$ cat src/sv/lfsm_pkg.sv
// ============================================================================
// lfsm_pkg
// Shared types, constants and helpers for the latest-frame slot mailbox.
// ============================================================================
`default_nettype none

package lfsm_pkg;

    localparam int SLOTS    = 4;
    localparam int IDX_W    = $clog2(SLOTS);
    localparam int HANDLE_W = 64;
    localparam int CNT_W    = 32;
    localparam int ENTRY_W  = HANDLE_W + 1;   // frame handle plus key flag

    typedef enum logic [2:0] {
        FN_ENQUEUE  = 3'd0,
        FN_ACQUIRE  = 3'd1,
        FN_RELEASE  = 3'd2,
        FN_SHUTDOWN = 3'd3,
        FN_START    = 3'd4
    } t_func;

    typedef enum logic [3:0] {
        ST_IDLE,
        ST_DISPATCH,
        ST_DROP,
        ST_STORE,
        ST_ACQUIRE,
        ST_RELEASE,
        ST_START_RD,
        ST_START_HELD,
        ST_STATUS
    } t_state;

    localparam logic KIND_STATUS   = 1'b0;
    localparam logic KIND_HANDBACK = 1'b1;

    typedef struct packed {
        logic                kind;
        logic                accepted;
        logic [HANDLE_W-1:0] handle;
        logic                force_key;
        logic [CNT_W-1:0]    dropped;
        logic [CNT_W-1:0]    processed;
        logic                running;
        logic                last;
    } t_result;

    // circular increment over the slot ring
    function automatic logic [IDX_W-1:0] next_idx(input logic [IDX_W-1:0] idx);
        logic [IDX_W-1:0] res;
        if (idx == IDX_W'(SLOTS - 1)) begin
            res = '0;
        end else begin
            res = idx + IDX_W'(1);
        end
        return res;
    endfunction

endpackage

`default_nettype wire

$ cat src/sv/lfsm_ram.sv
// ============================================================================
// lfsm_ram
// Generic single-clock RAM, one write port, one read port, registered read.
// ============================================================================
`default_nettype none

module lfsm_ram #(
    parameter int WIDTH = 8,
    parameter int DEPTH = 4
) (
    input  wire logic                     i_clk,
    input  wire logic                     i_wr_en,
    input  wire logic [$clog2(DEPTH)-1:0] i_wr_addr,
    input  wire logic [WIDTH-1:0]         i_wr_data,
    input  wire logic [$clog2(DEPTH)-1:0] i_rd_addr,
    output logic      [WIDTH-1:0]         o_rd_data
);

    logic [WIDTH-1:0] r_mem [DEPTH];

    always_ff @(posedge i_clk) begin
        if (i_wr_en) begin
            r_mem[i_wr_addr] <= i_wr_data;
        end
        o_rd_data <= r_mem[i_rd_addr];
    end

endmodule

`default_nettype wire

$ cat src/sv/lfsm_ctrl.sv
// ============================================================================
// lfsm_ctrl
// Operation sequencer: slot bookkeeping, counters and the frame store access.
// ============================================================================
`default_nettype none

module lfsm_ctrl (
    input  wire logic                            i_clk,
    input  wire logic                            i_rst_n,
    input  wire logic                            i_valid,
    output logic                                 o_ready,
    input  wire logic [2:0]                      i_func,
    input  wire logic [lfsm_pkg::HANDLE_W-1:0]   i_handle,
    input  wire logic                            i_force_key,
    input  wire logic                            i_out_free,
    output logic                                 o_emit,
    output lfsm_pkg::t_result                    o_result
);

    lfsm_pkg::t_state r_state, n_state;

    logic [2:0]                    r_func;
    logic [lfsm_pkg::HANDLE_W-1:0] r_handle;
    logic                          r_key;
    logic                          r_acc;
    logic [lfsm_pkg::IDX_W-1:0]    r_write_idx;
    logic [lfsm_pkg::IDX_W-1:0]    r_read_idx;
    logic [lfsm_pkg::IDX_W-1:0]    r_held_idx;
    logic                          r_have_q;
    logic                          r_have_h;
    logic                          r_running;
    logic [lfsm_pkg::CNT_W-1:0]    r_drop;
    logic [lfsm_pkg::CNT_W-1:0]    r_proc;

    logic                          wr_en;
    logic [lfsm_pkg::IDX_W-1:0]    rd_addr;
    logic [lfsm_pkg::IDX_W-1:0]    free_idx;
    logic [lfsm_pkg::ENTRY_W-1:0]  rd_data;
    logic [lfsm_pkg::HANDLE_W-1:0] rd_frame;
    logic                          rd_key;
    logic                          is_stop;

    assign rd_frame = rd_data[lfsm_pkg::ENTRY_W-1:1];
    assign rd_key   = rd_data[0];
    assign is_stop  = (r_func == lfsm_pkg::FN_SHUTDOWN) || (r_func == lfsm_pkg::FN_START);

    // only the held slot can be busy once the queued one is dropped,
    // so the first free slot is the write position or the one after it
    assign free_idx = (r_have_h && (r_write_idx == r_held_idx))
                    ? lfsm_pkg::next_idx(r_write_idx) : r_write_idx;

    lfsm_ram #(
        .WIDTH (lfsm_pkg::ENTRY_W),
        .DEPTH (lfsm_pkg::SLOTS)
    ) u_store (
        .i_clk     (i_clk),
        .i_wr_en   (wr_en),
        .i_wr_addr (free_idx),
        .i_wr_data ({r_handle, r_key}),
        .i_rd_addr (rd_addr),
        .o_rd_data (rd_data)
    );

    // next state
    always_comb begin
        n_state = r_state;
        unique case (r_state)
            lfsm_pkg::ST_IDLE: begin
                if (i_valid) begin
                    n_state = lfsm_pkg::ST_DISPATCH;
                end
            end
            lfsm_pkg::ST_DISPATCH: begin
                unique case (r_func)
                    lfsm_pkg::FN_ENQUEUE: begin
                        if (!r_running || (r_handle == '0)) begin
                            n_state = lfsm_pkg::ST_STATUS;
                        end else if (r_have_q) begin
                            n_state = lfsm_pkg::ST_DROP;
                        end else begin
                            n_state = lfsm_pkg::ST_STORE;
                        end
                    end
                    lfsm_pkg::FN_ACQUIRE: begin
                        n_state = (r_have_q && !r_have_h) ? lfsm_pkg::ST_ACQUIRE
                                                          : lfsm_pkg::ST_STATUS;
                    end
                    lfsm_pkg::FN_RELEASE: begin
                        n_state = r_have_h ? lfsm_pkg::ST_RELEASE : lfsm_pkg::ST_STATUS;
                    end
                    lfsm_pkg::FN_SHUTDOWN: begin
                        n_state = r_have_q ? lfsm_pkg::ST_DROP : lfsm_pkg::ST_STATUS;
                    end
                    lfsm_pkg::FN_START: begin
                        n_state = r_have_q ? lfsm_pkg::ST_DROP : lfsm_pkg::ST_START_RD;
                    end
                    default: begin
                        n_state = lfsm_pkg::ST_STATUS;
                    end
                endcase
            end
            lfsm_pkg::ST_DROP: begin
                if (i_out_free) begin
                    if (r_func == lfsm_pkg::FN_ENQUEUE) begin
                        n_state = lfsm_pkg::ST_STORE;
                    end else if (r_func == lfsm_pkg::FN_START) begin
                        n_state = lfsm_pkg::ST_START_RD;
                    end else begin
                        n_state = lfsm_pkg::ST_STATUS;
                    end
                end
            end
            lfsm_pkg::ST_STORE: begin
                n_state = lfsm_pkg::ST_STATUS;
            end
            lfsm_pkg::ST_ACQUIRE: begin
                if (i_out_free) begin
                    n_state = lfsm_pkg::ST_IDLE;
                end
            end
            lfsm_pkg::ST_RELEASE: begin
                if (i_out_free) begin
                    n_state = lfsm_pkg::ST_STATUS;
                end
            end
            lfsm_pkg::ST_START_RD: begin
                n_state = lfsm_pkg::ST_START_HELD;
            end
            lfsm_pkg::ST_START_HELD: begin
                if (!r_have_h || i_out_free) begin
                    n_state = lfsm_pkg::ST_STATUS;
                end
            end
            lfsm_pkg::ST_STATUS: begin
                if (i_out_free) begin
                    n_state = lfsm_pkg::ST_IDLE;
                end
            end
            default: begin
                n_state = lfsm_pkg::ST_IDLE;
            end
        endcase
    end

    // outputs: result item, store access
    always_comb begin
        o_ready            = 1'b0;
        o_emit             = 1'b0;
        wr_en              = 1'b0;
        rd_addr            = r_read_idx;
        o_result.kind      = lfsm_pkg::KIND_HANDBACK;
        o_result.accepted  = 1'b0;
        o_result.handle    = rd_frame;
        o_result.force_key = rd_key;
        o_result.dropped   = r_drop;
        o_result.processed = r_proc;
        o_result.running   = r_running;
        o_result.last      = 1'b0;
        unique case (r_state)
            lfsm_pkg::ST_IDLE: begin
                o_ready = 1'b1;
            end
            lfsm_pkg::ST_DISPATCH: begin
                rd_addr = (r_func == lfsm_pkg::FN_RELEASE) ? r_held_idx : r_read_idx;
            end
            lfsm_pkg::ST_DROP: begin
                o_emit           = i_out_free;
                o_result.dropped = r_drop + lfsm_pkg::CNT_W'(1);
            end
            lfsm_pkg::ST_STORE: begin
                wr_en = 1'b1;
            end
            lfsm_pkg::ST_ACQUIRE: begin
                o_emit            = i_out_free;
                o_result.kind     = lfsm_pkg::KIND_STATUS;
                o_result.accepted = 1'b1;
                o_result.last     = 1'b1;
            end
            lfsm_pkg::ST_RELEASE: begin
                rd_addr = r_held_idx;
                o_emit  = i_out_free;
            end
            lfsm_pkg::ST_START_RD: begin
                rd_addr = r_held_idx;
            end
            lfsm_pkg::ST_START_HELD: begin
                rd_addr = r_held_idx;
                o_emit  = r_have_h && i_out_free;
            end
            lfsm_pkg::ST_STATUS: begin
                o_emit             = i_out_free;
                o_result.kind      = lfsm_pkg::KIND_STATUS;
                o_result.accepted  = r_acc;
                o_result.handle    = '0;
                o_result.force_key = 1'b0;
                o_result.last      = 1'b1;
            end
            default: begin
                o_ready = 1'b0;
            end
        endcase
    end

    // transaction payload, no reset needed
    always_ff @(posedge i_clk) begin
        if ((r_state == lfsm_pkg::ST_IDLE) && i_valid) begin
            r_func   <= i_func;
            r_handle <= i_handle;
            r_key    <= i_force_key;
        end
        if (r_state == lfsm_pkg::ST_DISPATCH) begin
            r_acc <= is_stop;
        end else if ((r_state == lfsm_pkg::ST_STORE) || (r_state == lfsm_pkg::ST_RELEASE)) begin
            r_acc <= 1'b1;
        end
    end

    // control state and bookkeeping
    always_ff @(posedge i_clk) begin
        if (!i_rst_n) begin
            r_state     <= lfsm_pkg::ST_IDLE;
            r_write_idx <= '0;
            r_read_idx  <= '0;
            r_held_idx  <= '0;
            r_have_q    <= 1'b0;
            r_have_h    <= 1'b0;
            r_running   <= 1'b0;
            r_drop      <= '0;
            r_proc      <= '0;
        end else begin
            r_state <= n_state;
            unique case (r_state)
                lfsm_pkg::ST_DISPATCH: begin
                    if (is_stop) begin
                        r_running <= 1'b0;
                    end
                end
                lfsm_pkg::ST_DROP: begin
                    if (i_out_free) begin
                        r_drop   <= r_drop + lfsm_pkg::CNT_W'(1);
                        r_have_q <= 1'b0;
                    end
                end
                lfsm_pkg::ST_STORE: begin
                    r_read_idx  <= free_idx;
                    r_have_q    <= 1'b1;
                    r_write_idx <= lfsm_pkg::next_idx(free_idx);
                end
                lfsm_pkg::ST_ACQUIRE: begin
                    if (i_out_free) begin
                        r_held_idx <= r_read_idx;
                        r_have_q   <= 1'b0;
                        r_have_h   <= 1'b1;
                        r_read_idx <= lfsm_pkg::next_idx(r_read_idx);
                    end
                end
                lfsm_pkg::ST_RELEASE: begin
                    if (i_out_free) begin
                        r_have_h <= 1'b0;
                        r_proc   <= r_proc + lfsm_pkg::CNT_W'(1);
                    end
                end
                lfsm_pkg::ST_START_HELD: begin
                    if (!r_have_h || i_out_free) begin
                        r_write_idx <= '0;
                        r_read_idx  <= '0;
                        r_held_idx  <= '0;
                        r_have_q    <= 1'b0;
                        r_have_h    <= 1'b0;
                        r_drop      <= '0;
                        r_proc      <= '0;
                        r_running   <= 1'b1;
                    end
                end
                default: begin
                    r_running <= r_running;
                end
            endcase
        end
    end

endmodule

`default_nettype wire

$ cat src/sv/latest_frame_slot_mailbox.sv
// ============================================================================
// latest_frame_slot_mailbox
// Latest-frame mailbox over a ring of frame slots with drop/process counters.
// ============================================================================
//
//  channel | direction | handshake          | payload
//  --------+-----------+--------------------+----------------------------------
//  in      | input     | i_valid / o_ready  | i_func, i_handle, i_force_key
//  out     | output    | o_valid / i_ready  | o_kind, o_accepted, o_out_handle,
//          |           |                    | o_out_force_key, o_dropped_total,
//          |           |                    | o_processed_total, o_is_running,
//          |           |                    | o_last_of_run
//
//  One transaction at a time. A start that hands back both a queued and a
//  held frame emits both hand-back items before its status item. The slot
//  store has a registered read and is read once per frame handed back or
//  acquired.
//  Reset (i_rst_n low, synchronous): all slots free, mailbox stopped,
//  counters zero. The slot store itself is not cleared; free slots are
//  never read.
//  Stalls: a full output register holds the sequencer in place; the next
//  input transaction is taken while the last status item waits downstream.
//
`default_nettype none

module latest_frame_slot_mailbox (
    input  wire logic                          i_clk,
    input  wire logic                          i_rst_n,
    // input channel
    input  wire logic                          i_valid,
    output logic                               o_ready,
    input  wire logic [2:0]                    i_func,
    input  wire logic [lfsm_pkg::HANDLE_W-1:0] i_handle,
    input  wire logic                          i_force_key,
    // output channel
    output logic                               o_valid,
    input  wire logic                          i_ready,
    output logic                               o_kind,
    output logic                               o_accepted,
    output logic [lfsm_pkg::HANDLE_W-1:0]      o_out_handle,
    output logic                               o_out_force_key,
    output logic [lfsm_pkg::CNT_W-1:0]         o_dropped_total,
    output logic [lfsm_pkg::CNT_W-1:0]         o_processed_total,
    output logic                               o_is_running,
    output logic                               o_last_of_run
);

    logic              out_free;
    logic              emit;
    lfsm_pkg::t_result result;

    logic              r_out_valid;
    lfsm_pkg::t_result r_out;

    // output register can take a new item when empty or being drained
    assign out_free = !r_out_valid || i_ready;

    lfsm_ctrl u_ctrl (
        .i_clk       (i_clk),
        .i_rst_n     (i_rst_n),
        .i_valid     (i_valid),
        .o_ready     (o_ready),
        .i_func      (i_func),
        .i_handle    (i_handle),
        .i_force_key (i_force_key),
        .i_out_free  (out_free),
        .o_emit      (emit),
        .o_result    (result)
    );

    // result payload
    always_ff @(posedge i_clk) begin
        if (emit) begin
            r_out <= result;
        end
    end

    always_ff @(posedge i_clk) begin
        if (!i_rst_n) begin
            r_out_valid <= 1'b0;
        end else if (emit) begin
            r_out_valid <= 1'b1;
        end else if (i_ready) begin
            r_out_valid <= 1'b0;
        end
    end

    assign o_valid           = r_out_valid;
    assign o_kind            = r_out.kind;
    assign o_accepted        = r_out.accepted;
    assign o_out_handle      = r_out.handle;
    assign o_out_force_key   = r_out.force_key;
    assign o_dropped_total   = r_out.dropped;
    assign o_processed_total = r_out.processed;
    assign o_is_running      = r_out.running;
    assign o_last_of_run     = r_out.last;

endmodule

`default_nettype wire

$ cat config.mk
export PLATFORM = sky130hd
export DESIGN_NAME = latest_frame_slot_mailbox
export DESIGN_NICKNAME = d
export VERILOG_FILES = /design/src/sv/lfsm_pkg.sv /design/src/sv/lfsm_ram.sv /design/src/sv/lfsm_ctrl.sv /design/src/sv/latest_frame_slot_mailbox.sv
export SDC_FILE = /design/constraint.sdc
export NUM_CORES = 1
export LEC_CHECK = 0
export ABC_AREA = 1
export BUFFER_PORTS_ARGS = -buffer_cell sky130_fd_sc_hd__buf_2
export CORE_ASPECT_RATIO = 1.2
export CORE_UTILIZATION = 54
export DETAILED_ROUTE_END_ITERATION = 7
export PLACE_DENSITY = 0.73
export SYNTH_ARGS = -nofsm -noshare
export SYNTH_HDL_FRONTEND = slang
export SYNTH_SLANG_ARGS = --single-unit
$ cat constraint.sdc
create_clock -name i_clk -period 21.3 [get_ports i_clk]
set_input_delay 2.13 -clock i_clk [delete_from_list [all_inputs] [get_ports i_clk]]
set_output_delay 2.13 -clock i_clk [all_outputs]
set_load 0.05 [all_outputs]
==> out/results.tsv <==
metric	value	unit
p_total	0.00250	W
synth_seq_area_share	0.734	
path_clk_slew	0.06	ns
hold_depth	2	
timing.final.max_slew_violations	0	
worst_pin_slew	1.22	ns
drc	0	
synth_top_area_share	0.608	
synth.most_common_cell	edfxtp_1	
drtAntennaViolNets	0	
io_pins	207	
period_needed	3.95	ns
postCtsSetupRepairBufs	0	
maxCapViolCount	0	
synth_cells	1913	
synth_area	22800	sq um
yosys_warnings	0	
grt_first_pass_wirelength	73500	um
placed_cell_area	24300	sq um
core-area	41800	sq um
gr-total-overflow	0	
synthTopCellsByCount	462 x edfxtp_1, 318 x nor2_1, 213 x nand2_1	
grt_setup_unrepaired	no	
fin_crit_sh	0.186	
routedWlPerCell	17.4	um
leakagePower	9.47	nW
die_area	43100	sq um
cts_num_sinks	605	
r2r_cells	10	
cts.repair.resized	0	
h-tree-depth	2	
first_pass_iters	5	
ys_ff_latch	605	
syn_nets	1993	
status	complete, no violations	
die_w	190	um
reg2reg_slack	17.88	ns
dp_hpwl	28000	um
hold_class	reg -> reg	
syn2layout_area_growth	14.5	%
r2r_end	u_ctrl.u_store.o_rd_data[27]	
drt-initial-drc-count	1038	
yosys.area.top_type	edfxtp_1	
setup-tns-final	0	ns
fin_area	26100	sq um
cts_hold_buf	0	
num_rows	82	
wirelength	47200	um
grt_pass1_vias	14100	
synth_area_leaders	edfxtp_1 61%, dfxtp_1 13%, nor2_1 5.2%, nand2_1 3.5%, o21ai_0 3.1%	
cts_root_buffer	clkbuf_16	
ys_types	43	
grt.total_usage	0.219	
avgViaCountPerCell	5.40	
place_congestion	0.859	
clock_path_buffers	3	
p_per_area	95.7	nW/um^2
avgSynthCellArea	11.9	sq um
numCtsBuffers	56	
drive_above_1_share	0.158	
ir_drop	0.0942	mV
crit_path_end_kind	output port	
cts_tree	done	
fin_hold_ws	0.468	ns
fin_util	0.626	
max_freq	253	MHz
setup_violations	0	
min_to	u_ctrl.r_drop[31]	
arrival	1.82	ns
worstPathMaxFanout	4	
cp.required	19.17	ns
ys_dominant_reg_cell	edfxtp_1	
timing.rr.start	u_ctrl.r_func[2]	
max_slew_margin	0.182	
clkLatencyLatePin	0.58	ns
finalHoldViolations	0	
nets	2202	
synth_edf_count	462	
via_count	14700	
ys_async_sr_fraction	0	
grt_start_max_net_pins	77	
fin_skew	0.0151	ns
antenna_found_initial	0	
holdCritStartpoint	u_ctrl.r_drop[31]	
startpoint_type	flop	
die_h	227	um
start_util	0.546	
critical_path_class	reg -> out	
portBuffers	206	
cells in the final DEF, fill, tap and decap left out, types with 5 or more instances in the layout:
cell type and n:
edfxtp_1 462, nor2_1 312, nand2_1 213, buf_2 206
inv_1 171, dfxtp_1 143, o21ai_0 142, o22ai_1 74
a21oi_1 62, nand3_1 61, clkbuf_16 56, o21ai_1 48
nor3_1 33, nand4_1 22, clkbuf_1 16, buf_4 15
inv_2 14, xor2_1 14, clkinv_1 14, ha_1 8
nor2_2 7, nor2_4 7, nor4_1 6, clkinv_2 6
a211oi_1 5, bufinv_16 5
metrics by stage:
step           cells  worst slack [ns]
3_3_place_gp    2610             16.94
6_report        2716             17.35
5_1_grt         2715             17.19
4_1_cts         2715             17.35
2_1_floorplan   1913             12.92
3_5_place_dp    2610             16.89
area by class of cell:
type,instances,area [sq um]
clock buffer,76,1520
antenna,1,2.50
tap,546,683
clock inverter,29,272
multi-input combinational,1052,5070
fill,3243,15600
sequential,605,16700
inverter,186,701
timing repair buffer,221,1140
flip-flops by register name, indices dropped and copies added, names as in the netlist, 2 cells and up:
signal                    flops
u_ctrl.r_state                4
o_out_handle                 64
u_ctrl.r_proc                32
u_ctrl.r_write_idx            2
u_ctrl.r_func                 3
u_ctrl.u_store.o_rd_data     65
u_ctrl.r_held_idx             2
u_ctrl.u_store.r_mem        260
o_dropped_total              32
u_ctrl.r_read_idx             2
u_ctrl.r_drop                32
u_ctrl.r_handle              64
o_processed_total            32
cell families (layout without fill, tap and decap cells):
group | after synthesis | in the layout | share of synthesized area
AOI/OAI and AO/OA | 347 | 347 | 0.0832
xor gates and xnor gates | 15 | 15 | 0.00576
adders and majority gates | 8 | 8 | 0.00439
buffers and inverters | 256 | 512 | 0.0470
DFF | 605 | 605 | 0.734
other | 0 | 1 | 0
and+or+nand+nor | 682 | 682 | 0.126
where the power goes:
group	total (W)	switching (W)	internal, W
sequential	0.00136	0.0000263	0.00133
clock	0.000972	0.000413	0.000558
combinational	0.000170	0.000137	0.0000329
total	0.00250	0.000577	0.00192
worst max-delay path, cell delays in order (launching register included):
cell and delay (ns):
dfxtp_1 0.35, nor2_1 0.25, inv_1 0.07, nor2_1 0.25
buf_2 0.33
worst max path at each step:
stage	endpoint	cells after the start	startpoint	slack, ns
6_report	o_ready	4	u_ctrl.r_state[2]	17.35
5_1_grt	u_ctrl.r_proc[6]	10	i_ready	17.19
4_1_cts	o_ready	4	u_ctrl.r_state[2]	17.35
3_5_place_dp	o_out_handle[43]	5	i_ready	16.89
3_3_place_gp	o_out_handle[43]	5	i_ready	16.94
2_1_floorplan	o_accepted	2	i_ready	12.92
layer usage:
layer  GRT usage  wire length [um]
met2       0.388             24000
met5           0                 0
met1       0.280             19600
met4      0.0713              1040
met3      0.0274              2560
Power figures use the tool's default switching activity.
